**config.mk**
```make
export PLATFORM = sky130hd
export DESIGN_NAME = indexed_list_engine_top_flat
export DESIGN_NICKNAME = d
export VERILOG_FILES = /design/src/ile_pkg.sv /design/src/ile_if.sv /design/src/ile_cell.sv /design/src/ile_ctrl.sv /design/src/indexed_list_engine_top.sv /design/src/flat_wrapper.sv
export SDC_FILE = /design/constraint.sdc
export NUM_CORES = 1
export LEC_CHECK = 0
export BUFFER_PORTS_ARGS = -buffer_cell sky130_fd_sc_hd__buf_2
export CORE_MARGIN = 5
export CORE_UTILIZATION = 65
export CTS_CLUSTER_SIZE = 12
export DETAILED_ROUTE_END_ITERATION = 10
export GPL_ROUTABILITY_DRIVEN = 0
export PLACE_DENSITY = 0.82
export SLEW_MARGIN = 20
export SYNTH_ARGS = -nofsm -noshare
export SYNTH_HDL_FRONTEND = slang
export SYNTH_SLANG_ARGS = --single-unit
```
**constraint.sdc**
```tcl
create_clock -name clk -period 14.7 [get_ports clk]
set_clock_uncertainty 0.15 [all_clocks]
set_input_delay 4.41 -clock clk [delete_from_list [all_inputs] [get_ports clk]]
set_output_delay 4.41 -clock clk [all_outputs]
set_load 0.005 [all_outputs]
```
**src/ile_pkg.sv**
```systemverilog
package ile_pkg;

	localparam int DEPTH = 16;
	localparam int IDX_W = $clog2(DEPTH);
	localparam int CMD_W = 3;
	localparam int POS_W = 5;
	localparam int VAL_W = 32;
	localparam int CNT_W = 5;
	localparam int ST_W  = 2;

	localparam logic [CMD_W-1:0] CMD_APPEND = 3'd0;
	localparam logic [CMD_W-1:0] CMD_INSERT = 3'd1;
	localparam logic [CMD_W-1:0] CMD_REMOVE = 3'd2;
	localparam logic [CMD_W-1:0] CMD_READ   = 3'd3;
	localparam logic [CMD_W-1:0] CMD_WRITE  = 3'd4;
	localparam logic [CMD_W-1:0] CMD_CLEAR  = 3'd5;

	localparam logic [ST_W-1:0] ST_OK    = 2'd0;
	localparam logic [ST_W-1:0] ST_RANGE = 2'd1;
	localparam logic [ST_W-1:0] ST_FULL  = 2'd2;

	// what every cell does in the cycle of an accepted item
	typedef enum logic [1:0] {
		OP_HOLD,
		OP_LOAD,
		OP_INS,
		OP_REM
	} cell_op_t;

	typedef struct packed {
		cell_op_t         op;
		logic [IDX_W-1:0] tgt;
		logic [VAL_W-1:0] value;
	} cell_ctl_t;

endpackage

```
**src/ile_if.sv**
```systemverilog
interface ile_req_if import ile_pkg::*; ();
	logic                    valid;
	logic                    ready;
	logic [CMD_W-1:0]        cmd;
	logic [POS_W-1:0]        position;
	logic signed [VAL_W-1:0] value;

	modport source (output valid, cmd, position, value, input ready);
	modport sink (input valid, cmd, position, value, output ready);
endinterface

interface ile_rsp_if import ile_pkg::*; ();
	logic                    valid;
	logic                    ready;
	logic signed [VAL_W-1:0] read_value;
	logic [CNT_W-1:0]        entry_count;
	logic [ST_W-1:0]         status;

	modport source (output valid, read_value, entry_count, status, input ready);
	modport sink (input valid, read_value, entry_count, status, output ready);
endinterface

```
**src/ile_cell.sv**
```systemverilog
module ile_cell import ile_pkg::*; (
	input  logic             clk,
	input  cell_ctl_t        ctl,
	input  logic [IDX_W-1:0] idx,
	input  logic [VAL_W-1:0] left,
	input  logic [VAL_W-1:0] right,
	output logic [VAL_W-1:0] entry
);

	logic [VAL_W-1:0] entry_q;
	logic [VAL_W-1:0] entry_d;
	logic             en;

	always_comb begin
		entry_d = entry_q;
		en      = 1'b0;
		case (ctl.op)
			OP_LOAD: begin
				if (idx == ctl.tgt) begin
					entry_d = ctl.value;
					en      = 1'b1;
				end
			end
			OP_INS: begin
				// entries at and above the slot move up by one
				if (idx == ctl.tgt) begin
					entry_d = ctl.value;
					en      = 1'b1;
				end else if (idx > ctl.tgt) begin
					entry_d = left;
					en      = 1'b1;
				end
			end
			OP_REM: begin
				if (idx >= ctl.tgt) begin
					entry_d = right;
					en      = 1'b1;
				end
			end
			default: begin
				en = 1'b0;
			end
		endcase
	end

	always_ff @(posedge clk) begin
		if (en) begin
			entry_q <= entry_d;
		end
	end

	assign entry = entry_q;

endmodule

```
**src/ile_ctrl.sv**
```systemverilog
module ile_ctrl import ile_pkg::*; (
	input  logic                        clk,
	input  logic                        arst_n,
	ile_req_if.sink                     req,
	ile_rsp_if.source                   rsp,
	input  logic [DEPTH-1:0][VAL_W-1:0] entries,
	output cell_ctl_t                   ctl
);

	logic             rsp_valid_q;
	logic [VAL_W-1:0] rd_q;
	logic [CNT_W-1:0] cnt_out_q;
	logic [ST_W-1:0]  st_q;
	logic [CNT_W-1:0] count_q;

	logic             accept;
	logic             full;
	logic [CNT_W-1:0] count_d;
	logic [VAL_W-1:0] rd_d;
	logic [ST_W-1:0]  st_d;
	cell_op_t         op;
	logic [IDX_W-1:0] tgt;
	logic [IDX_W-1:0] pos_idx;

	// output register frees up whenever the receiver takes it
	assign req.ready = !rsp_valid_q || rsp.ready;
	assign accept    = req.valid && req.ready;
	assign full      = (count_q == CNT_W'(DEPTH));
	assign pos_idx   = req.position[IDX_W-1:0];

	always_comb begin
		count_d = count_q;
		rd_d    = '0;
		st_d    = ST_OK;
		op      = OP_HOLD;
		tgt     = pos_idx;
		case (req.cmd)
			CMD_APPEND: begin
				if (full) begin
					st_d = ST_FULL;
				end else begin
					op      = OP_LOAD;
					tgt     = count_q[IDX_W-1:0];
					count_d = count_q + CNT_W'(1);
				end
			end
			CMD_INSERT: begin
				// range check comes before the full check
				if (req.position > count_q) begin
					st_d = ST_RANGE;
				end else if (full) begin
					st_d = ST_FULL;
				end else begin
					op      = OP_INS;
					count_d = count_q + CNT_W'(1);
				end
			end
			CMD_REMOVE: begin
				if (req.position >= count_q) begin
					st_d = ST_RANGE;
				end else begin
					op      = OP_REM;
					count_d = count_q - CNT_W'(1);
				end
			end
			CMD_READ: begin
				if (req.position >= count_q) begin
					st_d = ST_RANGE;
				end else begin
					rd_d = entries[pos_idx];
				end
			end
			CMD_WRITE: begin
				if (req.position >= count_q) begin
					st_d = ST_RANGE;
				end else begin
					op = OP_LOAD;
				end
			end
			CMD_CLEAR: begin
				count_d = '0;
			end
			default: begin
				st_d = ST_OK;
			end
		endcase
	end

	assign ctl.op    = accept ? op : OP_HOLD;
	assign ctl.tgt   = tgt;
	assign ctl.value = req.value;

	always_ff @(posedge clk or negedge arst_n) begin
		if (!arst_n) begin
			count_q     <= '0;
			rsp_valid_q <= 1'b0;
		end else begin
			if (accept) begin
				count_q <= count_d;
			end
			if (req.ready) begin
				rsp_valid_q <= req.valid;
			end
		end
	end

	always_ff @(posedge clk) begin
		if (accept) begin
			rd_q      <= rd_d;
			cnt_out_q <= count_d;
			st_q      <= st_d;
		end
	end

	assign rsp.valid       = rsp_valid_q;
	assign rsp.read_value  = rd_q;
	assign rsp.entry_count = cnt_out_q;
	assign rsp.status      = st_q;

endmodule

```
**src/indexed_list_engine_top.sv**
```systemverilog
// indexed list engine: an ordered list of up to 16 signed 32-bit entries
// req channel carries one command item (cmd, position, value); rsp channel
// returns one item per command with the entry read, the count after the
// command and a status (ok, index out of range, list full)
// commands: append, insert at index, remove at index, read, write, clear
// each entry lives in its own cell; insert and remove update the cells at and
// above the index in parallel, shifting from their neighbors
// the result is in the output register in the cycle after acceptance
// throughput: one item per cycle while not stalled, set by the single output
// register, which is refilled in the same cycle the receiver takes it
// when the receiver stalls, the result holds and req.ready drops until the
// result is taken
// reset clears the count and the output valid; entry contents are not
// cleared and are only readable once written below the count
module indexed_list_engine_top import ile_pkg::*; (
	input logic       clk,
	input logic       arst_n,
	ile_req_if.sink   req,
	ile_rsp_if.source rsp
);

	cell_ctl_t                   ctl;
	logic [DEPTH-1:0][VAL_W-1:0] entries;

	ile_ctrl u_ctrl (
		.clk     (clk),
		.arst_n  (arst_n),
		.req     (req),
		.rsp     (rsp),
		.entries (entries),
		.ctl     (ctl)
	);

	for (genvar i = 0; i < DEPTH; i++) begin : g_cell
		logic [VAL_W-1:0] left;
		logic [VAL_W-1:0] right;

		// end cells never take from the missing neighbor
		if (i == 0) begin : g_first
			assign left = entries[i];
		end else begin : g_left
			assign left = entries[i-1];
		end
		if (i == DEPTH - 1) begin : g_last
			assign right = entries[i];
		end else begin : g_right
			assign right = entries[i+1];
		end

		ile_cell u_cell (
			.clk   (clk),
			.ctl   (ctl),
			.idx   (IDX_W'(i)),
			.left  (left),
			.right (right),
			.entry (entries[i])
		);
	end

endmodule

```
**src/flat_wrapper.sv**
```systemverilog
// flat-port wrapper written by rule: the top's interface ports become plain ports
module indexed_list_engine_top_flat import ile_pkg::*;
  (clk, arst_n, req_valid, req_cmd, req_position, req_value, req_ready, rsp_valid, rsp_read_value, rsp_entry_count, rsp_status, rsp_ready);
  ile_req_if req_i ();
  ile_rsp_if rsp_i ();
  input logic clk;
  input logic arst_n;
  input wire logic [$bits(req_i.valid)-1:0] req_valid;
  input wire logic [$bits(req_i.cmd)-1:0] req_cmd;
  input wire logic [$bits(req_i.position)-1:0] req_position;
  input wire logic [$bits(req_i.value)-1:0] req_value;
  output wire logic [$bits(req_i.ready)-1:0] req_ready;
  output wire logic [$bits(rsp_i.valid)-1:0] rsp_valid;
  output wire logic [$bits(rsp_i.read_value)-1:0] rsp_read_value;
  output wire logic [$bits(rsp_i.entry_count)-1:0] rsp_entry_count;
  output wire logic [$bits(rsp_i.status)-1:0] rsp_status;
  input wire logic [$bits(rsp_i.ready)-1:0] rsp_ready;
  assign req_i.valid = req_valid;
  assign req_i.cmd = req_cmd;
  assign req_i.position = req_position;
  assign req_i.value = req_value;
  assign req_ready = req_i.ready;
  assign rsp_valid = rsp_i.valid;
  assign rsp_read_value = rsp_i.read_value;
  assign rsp_entry_count = rsp_i.entry_count;
  assign rsp_status = rsp_i.status;
  assign rsp_i.ready = rsp_ready;
  indexed_list_engine_top u_core (.clk(clk), .arst_n(arst_n), .req(req_i), .rsp(rsp_i));
endmodule
```
=== Yosys cells after proc, flatten, opt, wreduce, memory -nomap -nowiden ===
Cells that the tools add are included.

* Bits in registers: 557
* Input port bits: 44
* Output and inout port bits: 41
* Logic and storage cells: 332

* $add $sub $neg: 2
* Order comparisons: 35
* Eq/ne operators: 70
* Multiplexer cells: 176
* Bitwise gates (word level): 1
* Reduce and logical (&&, ||, !) cells: 27

{| class="wikitable"
|+ Operators with widths
! cell !! count
|-
| two-way mux 32 bit || 62
|-
| one-hot mux 32 bit (3 select lines) || 14
|-
| binary-select mux 32 bit (select 4 bit) || 1
|-
| one-hot mux 32 bit (2 select lines) || 2
|-
| AND reduction 5 bit || 14
|-
| two-way mux 1 bit || 67
|-
| != test 2 bit, second input constant || 30
|-
| one-hot mux 1 bit (3 select lines) || 16
|-
| != test 3 bit, second input constant || 15
|-
| == test 4 bit, first input constant || 8
|-
| >= comparator 4 bit, first input constant || 8
|-
| > comparator 4 bit, first input constant || 8
|-
| one-hot mux 5 bit (4 select lines) || 1
|-
| == test 3 x 4 -> 1 bit, first input constant || 4
|-
| >= comparator 3 x 4 -> 1 bit, first input constant || 4
|-
| > comparator 3 x 4 -> 1 bit, first input constant || 4
|-
| two-way mux 5 bit || 3
|-
| two-way mux 2 bit || 6
|-
| == test 2 x 4 -> 1 bit, first input constant || 2
|-
| >= comparator 1 x 4 -> 1 bit, first input constant || 2
|-
| >= comparator 2 x 4 -> 1 bit, first input constant || 2
|-
| > comparator 1 x 4 -> 1 bit, first input constant || 2
|-
| > comparator 2 x 4 -> 1 bit, first input constant || 2
|-
| two-way mux 4 bit || 2
|-
| other kinds (26) || 32
|}

=== Depth between registers and ports, before layout ===
* Depth in word-level cells: 9
* Gate-level depth with buffers: 18
* Mapped depth without buffers: 13

=== By module ===
From an unflattened synthesis, not the netlist that was laid out.

* Cells, all modules: 3609
* Area, all modules: 43447.9 µm²

{| class="wikitable"
|+ By module, submodules not included
! module !! instances !! cells each !! area each (µm²)
|-
| ile_cell || 16 || 198 || 2314.7
|-
| ile_ctrl || 1 || 439 || 6404.9
|-
| indexed_list_engine_top || 1 || 2 || 7.5
|}

=== Worst setup path after synthesis ===
No wires, ideal clock.

* Path type: input to register
* Start point: input req_position[0]
* End point: register u_core.g_cell[1].u_cell.entry_q[0], enable pin
* Data arrival time: 10.852 ns
* Required time: 14.048 ns
* Slack: 3.197 ns
* Cell stages on the path: 18
* Buffers on the path: 5
* Cell sequence: clkbuf_1 clkbuf_1 clkbuf_1 inv_1 ha_1 inv_1 a21oi_1 or2_2 nor2_1 a21oi_1 or3_1 ha_1 clkbuf_1 inv_1 clkbuf_1 nand3_1 o22a_1 nor4_1

* Word-level cells in the longest chain between the ends: 7
* Elaborated cells on any way between the ends: 25

{| class="wikitable"
|+ RTL lines
! item !! line !! RTL
|-
| start: declaration || flat_wrapper.sv:10 || <nowiki>input wire logic [$bits(req_i.position)-1:0] req_position;</nowiki>
|-
| >= comparator 5 bit, or another cell as far along || ile_ctrl.sv:59, ile_ctrl.sv:74 ||
|-
| two-way mux 1 bit, or another cell as far along || ile_ctrl.sv:74 || <nowiki>if (req.position >= count_q) begin</nowiki>
|-
| one-hot mux 2 bit (4 select lines) / > comparator 1 x 4 -> 1 bit (equally long branches) || ile_ctrl.sv:37, ile_cell.sv:29 ||
|-
| two-way mux 2 bit / two-way mux 1 bit (equally long branches) || ile_ctrl.sv:89, ile_cell.sv:29 ||
|-
| == test 2 bit, or another cell as far along || ile_cell.sv:17 || <nowiki>case (ctl.op)</nowiki>
|-
| one-hot mux 1 bit (3 select lines), or another cell as far along || ile_cell.sv:17 ||
|-
| AND reduction 5 bit (no source line) (*) || - ||
|-
| end signal: assignment || ile_cell.sv:48 || <nowiki>entry_q <= entry_d;</nowiki>
|-
| end: declaration || ile_cell.sv:10 || <nowiki>logic [VAL_W-1:0] entry_q;</nowiki>
|}

Mark *: on every way between the ends. The rest lies on a longest branch, timed or not.
A chain may end at the register's enable or synchronous reset.

=== Worst setup path after layout ===
* Start point: input req_position[2]
* End point: register u_core.g_cell[0].u_cell.entry_q[15], data pin

* Word-level cells in the longest chain between the ends: 7
* Elaborated cells on any way between the ends: 12

{| class="wikitable"
|+ RTL lines
! item !! line !! RTL
|-
| >= comparator 5 bit / > comparator 5 bit (equally long branches) || ile_ctrl.sv:59, ile_ctrl.sv:74, ile_ctrl.sv:49 ||
|-
| two-way mux 1 bit, or another cell as far along || ile_ctrl.sv:74 ||
|-
| one-hot mux 2 bit (4 select lines) (*) || ile_ctrl.sv:37 || <nowiki>case (req.cmd)</nowiki>
|-
| two-way mux 2 bit (*) || ile_ctrl.sv:89 || <nowiki>assign ctl.op = accept ? op : OP_HOLD;</nowiki>
|-
| == test 2 bit / == test 2 x 1 -> 1 bit (equally long branches) || ile_cell.sv:17 ||
|-
| OR reduction 2 bit (no source line) || - ||
|-
| one-hot mux 32 bit (2 select lines) (*) || ile_cell.sv:17 ||
|-
| named net u_core.g_cell[0].u_cell.entry_d[15] || ile_cell.sv:11 || <nowiki>logic [VAL_W-1:0] entry_d;</nowiki>
|-
| end signal: assignment || ile_cell.sv:48 ||
|-
| end: declaration || ile_cell.sv:10 ||
|}

Mark *: on every way through the listed nets, which the timed path passes. The rest lies on a longest branch.

==> impl_metrics.toml <==
[status]
outcome = "finished, final reports clean"

[synth]
synth_seq_cells = 557
synth_top_area_share_pct = 49.5
syn_inst = 2230
ys_types = 62
synthArstFlopShare_pct = 1.08
yosys-top-cells-count = "edfxtp_1 (551), a221o_1 (449), mux2_2 (359), clkbuf_1 (209), mux4_2 (160)"
synth-main-ff-cell = "edfxtp_1"
post-synth-top-count-cell = "edfxtp_1"
yosysWarnings = 0
synth_edf_count = 551
synth.net_count = 2286
syn_area_um2 = 33400
yosysTopAreaCell = "edfxtp_1"
synth.avg_cell_area_um2 = 15.0
synth.top_cells.by_area = "edfxtp_1 (49%), a221o_1 (13%), mux2_2 (12%)"
yosysSeqAreaShare_pct = 49.9

[floorplan]
io_pins = 85
rows = 83
die-area_um2 = 56100
coreArea_um2 = 51100
start_util_pct = 65.5
die_h_um = 237
die_w_um = 237

[critical_path]
required_ns = 14.92
r2r_cells = 14
reg2reg_to = "u_core.g_cell[0].u_cell.entry[15]"
setup.worst_path.end_class = "register"
cp-start-kind = "input pin"
arrival_ns = 10.48
r2r_start = "u_core.u_ctrl.count_q[2]"
crit_buf_inv = 6
cp_slowest_cell = "buf_4"
rrSetupSlack_ns = 7.85
crit_type = "in -> reg"
cp_slowest_stage_delay_ns = 0.89
worstPathMaxFanout = 101
crit_top_cell = "buf_4"
cpLargestDelayFamily = "buffers and inverters"
cp_cell_sequence = "buf_2 > buf_4 > ha_1 > a21oi_1 > o21ai_1 > or2_2 > nor2_1 > a21oi_1 > nor3_1 > ha_4 > buf_4 > buf_16 > buf_4 > buf_4 > mux2_2"

[power]
p_leak_nw = 11.9
p_per_area_nw_per_um2 = 106
vdd_drop_max_v = 0.0000839

[global_routing]
grt_remaining_overflow = 0
grt_max_degree = 250
met1_usage_pct = 46.3
met3_usage_pct = 7.92
top_usage_layer = "met2"
met2_usage_pct = 50.2
antenna_found_initial = 4
grt.total_usage_pct = 32.9
grt_pass1_wl_mm = 144
grt_pass1_vias = 22923

[sta]
finalHoldViolCount = 0
rsz0062_at_grt = "no"
finalSetupViolations = 0
fin_tns_setup_ns = 0
worstMarginPinSlew_ns = 1.14
max_slew_margin_pct = 23.5
max_freq_mhz = 97.5
final-max-slew-violation-count = 0
fin_crit_ns = 10.26
finalCritPeriodShare_pct = 69.8

[routing]
first_pass_iters = 6
post-route-drc-count = 0
drt-initial-drc-count = 4065
viasPerCell = 8.26
vias = 23757
ant_nets = 0
wl_per_cell_um = 33.5
drt_wl_total_mm = 96.3

[finish]
final_area_um2 = 36000
syn_to_final_growth_pct = 7.73
nNetsFinal = 2206
register_area_um2 = 16700
fillerInstances = 3272
layout-drive-gt1-share_pct = 35.0
multi_input_area_um2 = 15800

[clock_network]
clock_latency_ns = 0.63
holdBufCountCts = 0
h-tree-depth = 2
cts_buffers = 58
post-cts-setup-buffers = 0
path_clk_slew_ns = 0.06
root_buffer = "clkbuf_16"
cts_resized = 0
cts_buffer_depth = 3
cts_sinks = 557
cts_tree = "built"

[job]
cap_violations = 0

[worst_hold_path]
min_path_type = "reg -> reg"
hold_end = "u_core.g_cell[14].u_cell.entry[13]"
min_from = "u_core.g_cell[15].u_cell.entry[13]"
whs_path_depth = 1

[placed_design]
placed_area_um2 = 34300
port_buffers = 84
dp_hpwl_mm = 51.6
## metal layers
layer / share of wire [%] / up-vias
li1: - / 9483
met1: 37 / 11989
met2: 46 / 1959
met3: 12 / 322
met4: 4.3 / 4
met5: 0.022 / -
## kinds of logic (layout without fill, tap and decap cells)
kind of cell / count (synthesis) / count (layout) / share of synthesized area, %
adder cells (fa/ha/maj): 12 / 12 / 0.449
buffers and inverters: 290 / 252 / 3.65
AND/OR/NAND/NOR: 174 / 174 / 2.82
AO/OA/AOI/OAI: 511 / 511 / 14.7
other: 0 / 4 / 0
flip-flops: 557 / 557 / 49.9
multiplexers: 685 / 685 / 28.5
XOR/XNOR: 1 / 1 / 0.0262
## cell type report
| class | instances | share of cell area, % |
|---|---|---|
| well taps | 680 | 2.36 |
| inverters | 12 | 0.125 |
| diodes | 4 | 0.0278 |
| multi-input cells | 1383 | 43.9 |
| repair buffers | 138 | 2.59 |
| flip-flops and latches | 557 | 46.3 |
| clock inverters | 30 | 0.420 |
| clock buffers | 72 | 4.23 |
## report_power, final
group          switching [W]  internal [W]  leakage (nW)
clock network       0.000626      0.000743         0.819
registers          0.0000309       0.00180          5.07
logic               0.000356      0.000266          6.02
## stage by stage
step | std cells | utilization, % | hold WS, ns | power, W | setup slack [ns]
finish | 2876 | 70.5 | 0.415 | 0.00382 | 4.44
global route | 2873 | 70.5 | 0.447 | 0.00393 | 4.31
CTS | 2870 | 70.4 | 0.412 | 0.00381 | 4.47
detailed placement | 2768 | 67.1 | 0.413 | 0.00247 | 3.81
global placement | 2765 | 67.0 | 0.392 | 0.00245 | 3.96
floorplan | 2230 | - | 0.396 | 0.00230 | 3.20
## worst max-delay path by stage
| stage | start | end | slack, ns | cells after the start |
|---|---|---|---|---|
| detailed placement | req_position[2] | u_core.g_cell[0].u_cell.entry[13] | 3.81 | 14 |
| finish | req_position[2] | u_core.g_cell[0].u_cell.entry[15] | 4.44 | 15 |
| global route | req_position[2] | u_core.g_cell[0].u_cell.entry[15] | 4.31 | 15 |
| global placement | req_position[2] | u_core.g_cell[0].u_cell.entry[15] | 3.96 | 14 |
| floorplan | req_position[0] | u_core.g_cell[1].u_cell.entry[0] | 3.20 | 18 |
| CTS | req_position[2] | u_core.g_cell[0].u_cell.entry[17] | 4.47 | 14 |
## cell usage in the layout, fill, tap and decap left out, types with 6 or more instances in the layout
cell,count
a21oi_1,16
a221o_1,449
and2_0,32
and3_1,34
buf_2,81
buf_4,47
clkbuf_1,13
clkbuf_16,59
clkinv_1,23
clkinv_2,6
dfrtp_1,6
edfxtp_1,551
ha_1,10
inv_1,9
mux2_1,154
mux2_2,359
mux2i_1,9
mux4_2,160
nand2_1,20
nand2b_1,6
nor2_1,28
nor2_4,9
nor3_1,8
o21ai_0,8
## registers in the layout (all words and copies together) (netlist names)
register	cells
u_core.g_cell.u_cell.entry	512
u_core.u_ctrl.count_q	5
u_core.u_ctrl.rsp.entry_count	5
u_core.u_ctrl.rsp.read_value	32
u_core.u_ctrl.rsp.status	2
u_core.u_ctrl.rsp.valid	1
(Power assumes the default switching activity.)
